**src/sv/protobuf_field_stream_parser_defines.svh**
```systemverilog
// Assertion macros for the protobuf field stream parser.
// No dependencies; included by files that carry concurrent assertions.
`ifndef PROTOBUF_FIELD_STREAM_PARSER_DEFINES_SVH
`define PROTOBUF_FIELD_STREAM_PARSER_DEFINES_SVH

`ifndef SYNTHESIS
`define PFSP_ASSERT_IMPL(label, clk, rst_n, ante, cons, msg) \
    label: assert property (@(posedge clk) disable iff (!rst_n) (ante) |-> (cons)) \
        else $error(msg);
`define PFSP_ASSERT_NEXT(label, clk, rst_n, ante, cons, msg) \
    label: assert property (@(posedge clk) disable iff (!rst_n) (ante) |=> (cons)) \
        else $error(msg);
`else
`define PFSP_ASSERT_IMPL(label, clk, rst_n, ante, cons, msg)
`define PFSP_ASSERT_NEXT(label, clk, rst_n, ante, cons, msg)
`endif

`endif

```
**src/sv/pfsp_pkg.sv**
```systemverilog
// Shared types and constants for the protobuf field stream parser.
// No dependencies; used by pfsp_step, pfsp_out_reg and the top level.
package pfsp_pkg;

    localparam int MAX_MESSAGE_BYTES_DEF = 65536;

    localparam logic [2:0]  WT_VARINT = 3'd0;
    localparam logic [2:0]  WT_LEN    = 3'd2;
    localparam logic [31:0] NS_FIELD  = 32'd4;
    localparam logic [3:0]  VGRP_END  = 4'd10;

    typedef enum logic [2:0] {
        PH_PREFIX  = 3'd0,
        PH_TAG     = 3'd1,
        PH_VALUE   = 3'd2,
        PH_LEN     = 3'd3,
        PH_PAYLOAD = 3'd4,
        PH_SKIP    = 3'd5,
        PH_HALT    = 3'd6
    } t_phase;

    typedef enum logic [2:0] {
        EV_NONE      = 3'd0,
        EV_VARINT    = 3'd1,
        EV_STR_BYTE  = 3'd2,
        EV_STR_EMPTY = 3'd3,
        EV_LEN_ERR   = 3'd4
    } t_event;

    typedef struct packed {
        t_phase      phase;
        logic [1:0]  pcount;
        logic [3:0]  vgrp;
        logic [2:0]  wtype;
        logic        sstart;
        logic        ns;
    } t_ctl;

    typedef struct packed {
        t_event      ev;
        logic [31:0] fnum;
        logic [63:0] val;
        logic [7:0]  sbyte;
        logic        first;
        logic        last;
        logic        mend;
        logic        mvalid;
    } t_result;

endpackage

```
**src/sv/pfsp_step.sv**
```systemverilog
// Per-byte decode logic: next parser state and the result item for one byte.
// Depends on pfsp_pkg.
module pfsp_step #(
    parameter int MAX_MESSAGE_BYTES = pfsp_pkg::MAX_MESSAGE_BYTES_DEF,
    parameter int CNT_W             = $clog2(MAX_MESSAGE_BYTES + 1)
) (
    input  logic [7:0]       i_byte,
    input  pfsp_pkg::t_ctl   i_ctl,
    input  logic [23:0]      i_pvalue,
    input  logic [CNT_W-1:0] i_body,
    input  logic [63:0]      i_acc,
    input  logic [31:0]      i_field,
    input  logic [CNT_W-1:0] i_srem,
    output pfsp_pkg::t_ctl   o_ctl,
    output logic [23:0]      o_pvalue,
    output logic [CNT_W-1:0] o_body,
    output logic [63:0]      o_acc,
    output logic [31:0]      o_field,
    output logic [CNT_W-1:0] o_srem,
    output pfsp_pkg::t_result o_res
);

    logic             in_body;
    logic             prefix_full;
    logic [31:0]      len32;
    logic             len_bad;
    logic [CNT_W-1:0] body_dec;
    logic             body_end;
    logic             vroom;
    logic [6:0]       vshift;
    logic [63:0]      acc_new;
    logic [3:0]       vgrp_new;
    logic             done;
    logic [31:0]      tag_field;
    logic [2:0]       tag_wt;
    logic             sz_bad;
    logic [CNT_W-1:0] srem_dec;
    logic             srem_end;
    logic             ns_set;
    logic             ns_clr;
    logic             ns_mid;

    assign in_body     = (i_ctl.phase != pfsp_pkg::PH_PREFIX) &&
                         (i_ctl.phase != pfsp_pkg::PH_HALT);
    assign prefix_full = (i_ctl.pcount == 2'd3);
    assign len32       = {i_pvalue, i_byte};
    assign len_bad     = (len32 == 32'd0) || (len32 > 32'(MAX_MESSAGE_BYTES));

    assign body_dec = i_body - CNT_W'(i_body != '0);
    assign body_end = (body_dec == '0);

    // varint bits above 63 are dropped
    assign vroom    = (i_ctl.vgrp < pfsp_pkg::VGRP_END);
    assign vshift   = {i_ctl.vgrp, 3'b000} - {3'b000, i_ctl.vgrp};
    assign acc_new  = vroom ? (i_acc | ({57'd0, i_byte[6:0]} << vshift)) : i_acc;
    assign vgrp_new = vroom ? (i_ctl.vgrp + 4'd1) : i_ctl.vgrp;
    assign done     = !i_byte[7] || body_end;

    assign tag_field = acc_new[34:3];
    assign tag_wt    = acc_new[2:0];
    assign sz_bad    = (acc_new == 64'd0) || (acc_new > 64'(body_dec));

    assign srem_dec = i_srem - CNT_W'(i_srem != '0);
    assign srem_end = (srem_dec == '0);

    assign ns_set = (i_ctl.phase == pfsp_pkg::PH_LEN) && done && !sz_bad &&
                    (i_field == pfsp_pkg::NS_FIELD);
    assign ns_clr = ((i_ctl.phase == pfsp_pkg::PH_LEN) && done && sz_bad &&
                     (i_field == pfsp_pkg::NS_FIELD)) ||
                    ((i_ctl.phase == pfsp_pkg::PH_TAG) && done && body_end &&
                     (tag_wt == pfsp_pkg::WT_LEN) && (tag_field == pfsp_pkg::NS_FIELD));
    assign ns_mid = ns_set ? 1'b1 : (ns_clr ? 1'b0 : i_ctl.ns);

    // next state
    always_comb begin
        o_ctl    = i_ctl;
        o_pvalue = i_pvalue;
        o_body   = i_body;
        o_acc    = i_acc;
        o_field  = i_field;
        o_srem   = i_srem;
        if (i_ctl.phase == pfsp_pkg::PH_PREFIX) begin
            o_ctl.pcount = i_ctl.pcount + 2'd1;
            if (prefix_full) begin
                o_pvalue = '0;
                if (len_bad) begin
                    o_ctl.phase = pfsp_pkg::PH_HALT;
                end else begin
                    o_body      = len32[CNT_W-1:0];
                    o_ctl.phase = pfsp_pkg::PH_TAG;
                    o_acc       = '0;
                    o_ctl.vgrp  = '0;
                    o_ctl.ns    = 1'b0;
                end
            end else begin
                o_pvalue = {i_pvalue[15:0], i_byte};
            end
        end else if (in_body) begin
            o_body   = body_dec;
            o_ctl.ns = ns_mid;
            unique case (i_ctl.phase)
                pfsp_pkg::PH_TAG: begin
                    o_acc      = acc_new;
                    o_ctl.vgrp = vgrp_new;
                    if (done) begin
                        o_field     = tag_field;
                        o_ctl.wtype = tag_wt;
                        o_acc       = '0;
                        o_ctl.vgrp  = '0;
                        if (!body_end) begin
                            if (tag_wt == pfsp_pkg::WT_VARINT) begin
                                o_ctl.phase = pfsp_pkg::PH_VALUE;
                            end else if (tag_wt == pfsp_pkg::WT_LEN) begin
                                o_ctl.phase = pfsp_pkg::PH_LEN;
                            end else begin
                                o_ctl.phase = pfsp_pkg::PH_SKIP;
                            end
                        end
                    end
                end
                pfsp_pkg::PH_VALUE: begin
                    o_acc      = acc_new;
                    o_ctl.vgrp = vgrp_new;
                    if (done) begin
                        o_acc       = '0;
                        o_ctl.vgrp  = '0;
                        o_ctl.phase = pfsp_pkg::PH_TAG;
                    end
                end
                pfsp_pkg::PH_LEN: begin
                    o_acc      = acc_new;
                    o_ctl.vgrp = vgrp_new;
                    if (done) begin
                        o_acc      = '0;
                        o_ctl.vgrp = '0;
                        if (sz_bad) begin
                            o_ctl.phase = pfsp_pkg::PH_TAG;
                        end else begin
                            o_srem       = acc_new[CNT_W-1:0];
                            o_ctl.sstart = 1'b0;
                            o_ctl.phase  = pfsp_pkg::PH_PAYLOAD;
                        end
                    end
                end
                pfsp_pkg::PH_PAYLOAD: begin
                    o_srem       = srem_dec;
                    o_ctl.sstart = 1'b1;
                    if (srem_end) begin
                        o_ctl.phase = pfsp_pkg::PH_TAG;
                        o_acc       = '0;
                        o_ctl.vgrp  = '0;
                    end
                end
                default: begin
                end
            endcase
            if (body_end) begin
                o_ctl.ns     = 1'b0;
                o_ctl.phase  = pfsp_pkg::PH_PREFIX;
                o_ctl.pcount = '0;
                o_pvalue     = '0;
                o_acc        = '0;
                o_ctl.vgrp   = '0;
                o_srem       = '0;
                o_ctl.sstart = 1'b0;
            end
        end
    end

    // result item
    always_comb begin
        o_res = '0;
        if (i_ctl.phase == pfsp_pkg::PH_PREFIX) begin
            if (prefix_full && len_bad) begin
                o_res.ev = pfsp_pkg::EV_LEN_ERR;
            end
        end else if (in_body) begin
            unique case (i_ctl.phase)
                pfsp_pkg::PH_TAG: begin
                    if (done && body_end) begin
                        if (tag_wt == pfsp_pkg::WT_VARINT) begin
                            o_res.ev   = pfsp_pkg::EV_VARINT;
                            o_res.fnum = tag_field;
                        end else if (tag_wt == pfsp_pkg::WT_LEN) begin
                            o_res.ev   = pfsp_pkg::EV_STR_EMPTY;
                            o_res.fnum = tag_field;
                        end
                    end
                end
                pfsp_pkg::PH_VALUE: begin
                    if (done) begin
                        o_res.ev   = pfsp_pkg::EV_VARINT;
                        o_res.fnum = i_field;
                        o_res.val  = acc_new;
                    end
                end
                pfsp_pkg::PH_LEN: begin
                    if (done && sz_bad) begin
                        o_res.ev   = pfsp_pkg::EV_STR_EMPTY;
                        o_res.fnum = i_field;
                    end
                end
                pfsp_pkg::PH_PAYLOAD: begin
                    o_res.ev    = pfsp_pkg::EV_STR_BYTE;
                    o_res.fnum  = i_field;
                    o_res.sbyte = i_byte;
                    o_res.first = !i_ctl.sstart;
                    o_res.last  = srem_end;
                end
                default: begin
                end
            endcase
            o_res.mend   = body_end;
            o_res.mvalid = body_end && ns_mid;
        end
    end

endmodule

```
**src/sv/pfsp_out_reg.sv**
```systemverilog
// Result register with valid/ready handshake toward the consumer.
// Depends on pfsp_pkg.
module pfsp_out_reg (
    input  logic              i_clk,
    input  logic              i_rst_n,
    input  logic              i_load,
    input  pfsp_pkg::t_result i_res,
    input  logic              i_ready,
    output logic              o_valid,
    output pfsp_pkg::t_result o_res
);

    logic              r_valid;
    logic              n_valid;
    pfsp_pkg::t_result r_res;

    assign n_valid = i_load || (r_valid && !i_ready);

    always_ff @(posedge i_clk) begin
        if (!i_rst_n) begin
            r_valid <= 1'b0;
        end else begin
            r_valid <= n_valid;
        end
    end

    always_ff @(posedge i_clk) begin
        if (i_load) begin
            r_res <= i_res;
        end
    end

    assign o_valid = r_valid;
    assign o_res   = r_res;

endmodule

```
**src/sv/protobuf_field_stream_parser.sv**
```systemverilog
// An accepted byte's result item enters the output register in the next cycle.
// Throughput: one byte per cycle; input ready drops only while a result waits unread.
// Per-byte state update is combinational logic in pfsp_step.
// Reset (synchronous, active low) returns to the length prefix phase and empties
// the output register; a bad frame length halts the parser until the next reset.
module protobuf_field_stream_parser #(
    parameter int MAX_MESSAGE_BYTES = pfsp_pkg::MAX_MESSAGE_BYTES_DEF
) (
    input  logic        i_clk,
    input  logic        i_rst_n,
    input  logic        i_in_valid,
    output logic        o_in_ready,
    input  logic [7:0]  i_stream_byte,
    output logic        o_out_valid,
    input  logic        i_out_ready,
    output logic [2:0]  o_event_res,
    output logic [31:0] o_field_number,
    output logic [63:0] o_varint_value,
    output logic [7:0]  o_string_byte,
    output logic        o_string_first,
    output logic        o_string_last,
    output logic        o_message_end,
    output logic        o_message_valid
);

`include "protobuf_field_stream_parser_defines.svh"

    localparam int CNT_W = $clog2(MAX_MESSAGE_BYTES + 1);

    pfsp_pkg::t_ctl    r_ctl;
    pfsp_pkg::t_ctl    n_ctl;
    logic [23:0]       r_pvalue;
    logic [23:0]       n_pvalue;
    logic [CNT_W-1:0]  r_body;
    logic [CNT_W-1:0]  n_body;
    logic [63:0]       r_acc;
    logic [63:0]       n_acc;
    logic [31:0]       r_field;
    logic [31:0]       n_field;
    logic [CNT_W-1:0]  r_srem;
    logic [CNT_W-1:0]  n_srem;
    pfsp_pkg::t_result step_res;
    pfsp_pkg::t_result out_res;
    logic              in_accept;

    assign o_in_ready = !o_out_valid || i_out_ready;
    assign in_accept  = i_in_valid && o_in_ready;

    pfsp_step #(
        .MAX_MESSAGE_BYTES (MAX_MESSAGE_BYTES),
        .CNT_W             (CNT_W)
    ) u_step (
        .i_byte   (i_stream_byte),
        .i_ctl    (r_ctl),
        .i_pvalue (r_pvalue),
        .i_body   (r_body),
        .i_acc    (r_acc),
        .i_field  (r_field),
        .i_srem   (r_srem),
        .o_ctl    (n_ctl),
        .o_pvalue (n_pvalue),
        .o_body   (n_body),
        .o_acc    (n_acc),
        .o_field  (n_field),
        .o_srem   (n_srem),
        .o_res    (step_res)
    );

    always_ff @(posedge i_clk) begin
        if (!i_rst_n) begin
            r_ctl    <= '{phase: pfsp_pkg::PH_PREFIX, default: '0};
            r_pvalue <= '0;
            r_body   <= '0;
            r_acc    <= '0;
            r_field  <= '0;
            r_srem   <= '0;
        end else if (in_accept) begin
            r_ctl    <= n_ctl;
            r_pvalue <= n_pvalue;
            r_body   <= n_body;
            r_acc    <= n_acc;
            r_field  <= n_field;
            r_srem   <= n_srem;
        end
    end

    pfsp_out_reg u_out_reg (
        .i_clk   (i_clk),
        .i_rst_n (i_rst_n),
        .i_load  (in_accept),
        .i_res   (step_res),
        .i_ready (i_out_ready),
        .o_valid (o_out_valid),
        .o_res   (out_res)
    );

    assign o_event_res     = out_res.ev;
    assign o_field_number  = out_res.fnum;
    assign o_varint_value  = out_res.val;
    assign o_string_byte   = out_res.sbyte;
    assign o_string_first  = out_res.first;
    assign o_string_last   = out_res.last;
    assign o_message_end   = out_res.mend;
    assign o_message_valid = out_res.mvalid;

    `PFSP_ASSERT_NEXT(a_halt_silent, i_clk, i_rst_n, in_accept && (r_ctl.phase == pfsp_pkg::PH_HALT), o_out_valid && (o_event_res == pfsp_pkg::EV_NONE) && !o_message_end, "halted parser produced an event")
    `PFSP_ASSERT_NEXT(a_len_err_halts, i_clk, i_rst_n, in_accept && (step_res.ev == pfsp_pkg::EV_LEN_ERR), r_ctl.phase == pfsp_pkg::PH_HALT, "length error did not halt parser")
    `PFSP_ASSERT_NEXT(a_end_to_prefix, i_clk, i_rst_n, in_accept && step_res.mend, (r_ctl.phase == pfsp_pkg::PH_PREFIX) && (r_ctl.pcount == 2'd0) && !r_ctl.ns, "frame end did not return to prefix")

endmodule

```
**config.mk**
```make
export PLATFORM = sky130hd
export DESIGN_NAME = protobuf_field_stream_parser
export DESIGN_NICKNAME = d
export VERILOG_FILES = /design/src/sv/pfsp_pkg.sv /design/src/sv/pfsp_step.sv /design/src/sv/pfsp_out_reg.sv /design/src/sv/protobuf_field_stream_parser.sv
export VERILOG_INCLUDE_DIRS = /design/src /design/src/sv
export SDC_FILE = /design/constraint.sdc
export NUM_CORES = 1
export LEC_CHECK = 0
export BUFFER_PORTS_ARGS = -buffer_cell sky130_fd_sc_hd__buf_2
export CAP_MARGIN = 20
export CORE_ASPECT_RATIO = 1.4
export CORE_MARGIN = 4
export CORE_UTILIZATION = 50
export DETAILED_ROUTE_END_ITERATION = 16
export GPL_TIMING_DRIVEN = 0
export PLACE_DENSITY = 0.75
export SYNTH_ARGS = -nofsm -noshare
export SYNTH_HDL_FRONTEND = slang
export SYNTH_HIERARCHICAL = 1
export SYNTH_SLANG_ARGS = --single-unit
```
**constraint.sdc**
```tcl
create_clock -name i_clk -period 6 [get_ports i_clk]
set_input_delay 0.6 -clock i_clk [delete_from_list [all_inputs] [get_ports i_clk]]
set_output_delay 0.6 -clock i_clk [all_outputs]
set_load 0.01 [all_outputs]
```
==> summary.md, run 1 <==
| Metric | Value |
|---|---|
| Status | complete, no violations |
| Number of global-route vias before repair | 17300 |
| Pwr Density | 357 nW/um2 |
| Area of the core | 34900 um2 |
| Critical path's slowest cell | a21oi_2 |
| Flop2flop setup slack | 0.11 ns |
| Finished Cell Area | 20500 um2 |
| Number of port buffers | 120 |
| # rows | 81 |
| CP max stage delay | 0.49 ns |
| Clk_lat worst skew | 0.60 ns |
| Congestion Overflow GR | 0 |
| Max FO, Critical Path | 10 |
| Clock buffer depth | 3 |
| Tmin final | 5.89 ns |
| Clock H-tree levels | 1 |
| Crit path kind | reg2reg |
| Leakage Power | 0.00763 uW |
| Filler instances | 3179 |
| Leading cell types in the layout, fill and taps excluded | 455 x nand2_1, 207 x nor2_1, 170 x mux2i_1 |
| Overall routing resource usage | 32.6% |
| Hold Buf Count CTS | 0 |
| Layout area overhead | 16.0% |
| Worst-Margin Slew | 1.33 ns |
| Final period utilization | 98.1% |
| Most common cell after layout, fill and taps aside | nand2_1 |
| Placed Instance Area | 18900 um2 |
| Max-cap violations | 0 |
| Vias per cell | 6.47 |
| First-pass GRT wire length | 99300 um |
| Area of the multi-input gates | 10500 um2 |
| Syn Area/Cell | 8.14 um2 |
| Ports | 125 |
| Final Hold Fails | 0 |
| CTS Buf Count | 27 |
| Register area | 6660 um2 |
| CTS Sinks | 277 |
| Worst Hold Class | in2reg |
| Full die area | 38400 um2 |
| Share of layout cells above drive strength 1 | 15.0% |
| Antenna diodes | 0 |
| Headroom to the max-slew limit | 11.4% |
| Placer Congestion | 1.03 |
| Post-Place Cells | 2748 |
| Via count | 18300 |
| Initial antenna violation count | 1 |
| Iteration-0 DRC Markers | 2062 |
| Wire length per cell | 23.5 um |
| Layout net count | 2382 |
| Crit. End Element | register |
| YS warnings | 6 |
| Die width | 167 um |
| Layout Skew | 0.0396 ns |
| Arr. time, crit path | 6.16 ns |
| Syn Nets | 2203 |
| Worst EP required | 6.28 ns |
| Fin cells | 2822 |
| Remaining antenna violation count | 0 |
| Largest net degree at the start of global routing | 100 |
| Startpoint type of the worst setup path | register |
| Post-place setup slack | -1.27 ns |
| Clk root buf | clkbuf_16 |
| Dpl hpwl | 48000 um |
| Post-synthesis cell count | 2166 |
| Drt total wl | 66400 um |
| Worst vdd ir | 0.000273 V |
| Die Y | 230 um |
| Clock transition at path regs | 0.06 ns |
| CP most frequent cell | buf_6 |
| DRT Pass-1 Iters | 7 |
| CTS tree | done |
| Max Clock Freq | 0.170 GHz |
| Starting Density | 50.6% |
| Final worst-path setup slack | 0.113 ns |
| Slew Viols, Final | 0 |
| Final setup violation count | 0 |
| Mapped Area | 17600 um2 |
| CP Cell Sequence | buf_6 > buf_6 > buf_6 > inv_1 > ha_1 > buf_2 > or3_1 > nand3_1 > a22o_1 > a21oi_2 > inv_1 > ha_1 > nand4_1 > a21oi_1 > nand4_1 > nor4b_1 > nand4_1 > buf_4 > nor2_4 > o311ai_4 > buf_6 > o2bb2ai_1 |
| DRC | 0 |
| Fin util | 58.7% |
-- sequential cells by signal (all words and copies together) (netlist names) --
register,count
r_body,17
u_out_reg/o_res,111
r_ctl,11
r_field,32
r_pvalue,24
r_srem,17
u_out_reg/o_valid,1
r_acc,64
-- critical path, delay by kind of cell (launching register included) --
kind | cells | cell delay, ns
AND/OR/NAND/NOR | 7 | 1.44
AO/OA/AOI/OAI | 5 | 1.46
adder cells (fa/ha/maj) | 2 | 0.80
buffers and inverters | 8 | 1.55
flip-flops | 1 | 0.36
-- power by group --
group          switching, uW  total, uW  internal [uW]
Combinational           2430       3470           1040
Sequential              77.8       2120           2050
Clock                    790       1700            909
-- stage by stage --
step,hold WS (ns),power (uW),TNS [ns]
after floorplan,0.431,4130,0
after global placement,0.442,5160,-86.02
after detailed placement,0.453,5220,-63.75
after CTS,0.258,7050,0
after global routing,0.285,7540,-0.381
final,0.265,7300,0
-- per-layer routing --
| metal | up-vias | wire (um) | track usage, % |
|---|---|---|---|
| li1 | 8180 | - | - |
| met1 | 8571 | 23800 | 38.4 |
| met2 | 1154 | 30300 | 53.4 |
| met3 | 345 | 6530 | 6.07 |
| met4 | 2 | 5730 | 22.7 |
| met5 | - | 13 | 0 |
-- worst paths after layout --
kind,depth (start not counted),from,end
worst max-delay path,22,r_ctl[5]$_SDFFE_PN0P_,u_out_reg/o_res[106]$_DFFE_PP_
worst min-delay path,2,i_rst_n,u_out_reg/o_valid$_SDFF_PN0_
worst max register to register,22,r_ctl[5]$_SDFFE_PN0P_,u_out_reg/o_res[106]$_DFFE_PP_
worst min register to register,2,r_srem[5]$_SDFFE_PN0P_,r_srem[5]$_SDFFE_PN0P_
-- layout make-up --
cell class / count / share of cell area [%]
multi-input combinational: 1674 / 51.1
sequential: 277 / 32.6
buffer: 170 / 4.28
inverter: 38 / 0.697
tap: 456 / 2.79
clock buffer: 37 / 3.58
timing repair buffer: 157 / 4.37
clock inverter: 13 / 0.587
-- what timing repair did --
action                     in CTS  in global routing
resized for setup              80                 40
setup endpoints to repair      56                 54
gates cloned                    0                  0
pin swaps                      11                 15
setup buffers                  10                 20
No activity file was read; power rests on OpenSTA's default activity.
==> run 2, diff against run 1 <==
--- a/config.mk
+++ b/config.mk
@@ -13,7 +13,8 @@
 export CORE_UTILIZATION = 50
 export DETAILED_ROUTE_END_ITERATION = 16
 export GPL_TIMING_DRIVEN = 0
-export PLACE_DENSITY = 0.75
+export PLACE_DENSITY = 0.78
+export RECOVER_POWER = 100
 export SYNTH_ARGS = -nofsm -noshare
 export SYNTH_HDL_FRONTEND = slang
 export SYNTH_HIERARCHICAL = 1
==> constraint.sdc (replaced) <==
create_clock -name i_clk -period 5.3 [get_ports i_clk]
set_input_delay 0.53 -clock i_clk [delete_from_list [all_inputs] [get_ports i_clk]]
set_output_delay 0.53 -clock i_clk [all_outputs]
set_load 0.01 [all_outputs]
==> summary.md, run 2 (synthesis gave the netlist of run 1 again) <==
| Metric | Value |
|---|---|
| Reg2reg start | r_ctl[6]$_SDFFE_PN0P_ |
| Fin util | 62.7% |
| Tmin final | 5.34 ns |
| Placer Congestion | 1.04 |
| Dpl hpwl | 49500 um |
| Share of layout cells above drive strength 1 | 17.0% |
| Clk root buf | clkbuf_16 |
| Clock Power Share | 23.0% |
| Layout area overhead | 23.9% |
| Min Hold Slack | 0.215 ns |
| Die Y | 230 um |
| Ports | 125 |
| Full die area | 38400 um2 |
| Internal power | 5190 uW |
| DRC | 0 |
| Final Hold Fails | 0 |
| Startpoint type of the worst setup path | register |
| Worst r2r dst | u_out_reg/o_res[106]$_DFFE_PP_ |
| Drt total wl | 71100 um |
| Congestion Overflow GR | 0 |
| Leading cell types in the layout, fill and taps excluded | 453 x nand2_1, 220 x clkbuf_1, 205 x nor2_1 |
| Number of port buffers | 120 |
| Slew Viols, Final | 122 |
| Post-Place Cells | 2749 |
| Worst Hold Class | in2reg |
| Clk_lat worst skew | 0.60 ns |
| Arr. time, crit path | 5.64 ns |
| Iteration-0 DRC Markers | 2289 |
| Leakage Power | 0.00792 uW |
| Max Clock Freq | 0.187 GHz |
| Headroom to the max-slew limit | -72.1% |
| Worst vdd ir | 0.000358 V |
| Unrepaired setup endpoints after global routing | true |
| Number of global-route vias before repair | 17700 |
| First-pass GRT wire length | 104000 um |
| Max reg flops | 111 |
| Initial antenna violation count | 0 |
| Flop2flop setup slack | -0.04 ns |
| Final worst-path setup slack | -0.0366 ns |
| Final setup violation count | 14 |
| Layout Skew | 0.0248 ns |
| Die width | 167 um |
| Overall routing resource usage | 34.5% |
| CP endpoint | u_out_reg/o_res[106]$_DFFE_PP_ |
| TNS Setup | -0.130 ns |
| Logic pwr share | 51.1% |
| Max-cap violations | 2 |
| Pwr Density | 427 nW/um2 |
| CTS Sinks | 277 |
| Final period utilization | 101% |
| Clock H-tree levels | 1 |
| DRT Pass-1 Iters | 7 |
| Post-place setup slack | -2.36 ns |
| Psw | 4140 uW |
| Clock buffer depth | 3 |
| Vias per cell | 6.54 |
| Area of the core | 34900 um2 |
| Worst reg-to-reg path cell count | 24 |
| Worst EP required | 5.60 ns |
| Hold Buf Count CTS | 0 |
| Fin cells | 2896 |
| # rows | 81 |
| Remaining antenna violation count | 0 |
| CTS Buf Count | 28 |
| Max FO, Critical Path | 8 |
| Layout net count | 2454 |
| Most common cell after layout, fill and taps aside | nand2_1 |
| Sw frac | 44.4% |
| Status | finished, violations left |
| Sequential share of power | 25.8% |
| Wire length per cell | 24.6 um |
| Largest net degree at the start of global routing | 76 |
| Clock transition at path regs | 0.07 ns |
| Via count | 18900 |
| Starting Density | 50.6% |
| Crit. Startpoint | r_ctl[6]$_SDFFE_PN0P_ |
| Crit. End Element | register |
| Worst-Margin Slew | 2.58 ns |
| CTS tree | done |
| Crit path kind | reg2reg |
| Violated checks | max-capacitance violations, max-slew violations, negative setup slack |
run 2: worst min-delay path by stage:
stage	start	end	slack (ns)	cells after the start
5_1_grt	i_rst_n	u_out_reg/o_valid$_SDFF_PN0_	0.23	2
6_report	i_rst_n	u_out_reg/o_valid$_SDFF_PN0_	0.21	2
4_1_cts	i_rst_n	u_out_reg/o_valid$_SDFF_PN0_	0.20	2
2_1_floorplan	r_body[2]$_SDFFE_PN0P_	r_body[2]$_SDFFE_PN0P_	0.43	2
3_5_place_dp	r_body[6]$_SDFFE_PN0P_	r_body[6]$_SDFFE_PN0P_	0.45	2
3_3_place_gp	r_body[9]$_SDFFE_PN0P_	r_body[9]$_SDFFE_PN0P_	0.44	2
run 2: layout make-up:
class / count / area, um2
fill: 3003 / 13000
multi-input combinational: 1674 / 11200
sequential: 277 / 6690
timing repair buffer: 230 / 1330
buffer: 168 / 958
clock buffer: 34 / 786
tap: 456 / 571
clock inverter: 18 / 201
inverter: 38 / 164
antenna: 1 / 2.50
run 2: per-layer routing:
metal,global-route usage [%],up-vias,routed length (um)
met5,0.639,-,0
met4,25.6,0,6620
met3,6.96,409,7500
met2,56.6,1333,32700
met1,39.8,8860,24400
li1,-,8344,-
run 2: what timing repair did:
action / CTS / global route
setup endpoints to repair: 178 / 103
buffers inserted: 58 / 41
resized for setup: 170 / 140
gates cloned: 1 / 3
pin swaps: 39 / 31
run 2: stage by stage:
step	total power, uW	instance area, um2
5_1_grt	9600	21900
3_5_place_dp	5960	18900
4_1_cts	8700	21100
3_3_place_gp	5910	18800
6_report	9330	21900
2_1_floorplan	4680	17600
run 2: critical path, cell delays in order, from the launching register on:
cell	delay [ns]
dfxtp_4	0.39
buf_12	0.12
clkinvlp_4	0.12
ha_4	0.18
buf_8	0.14
xor2_4	0.25
buf_6	0.16
mux4_2	0.42
buf_6	0.17
nor2_4	0.17
a21oi_4	0.11
inv_2	0.08
ha_4	0.12
nand4_1	0.23
nor4_4	0.24
nand4_1	0.29
a21oi_2	0.26
nand4_1	0.13
nor4b_2	0.30
nand4_1	0.14
buf_6	0.18
nor2_4	0.16
o311ai_4	0.25
buf_6	0.27
o2bb2ai_2	0.13
run 2: power by group through the flow:
stage	Sequential [uW]	Combinational (uW)	Clock [uW]
CTS	2410	4130	2160
global placement	2450	3460	0
floorplan	2450	2230	0
detailed placement	2450	3510	0
global route	2420	4930	2260
finish	2410	4770	2150
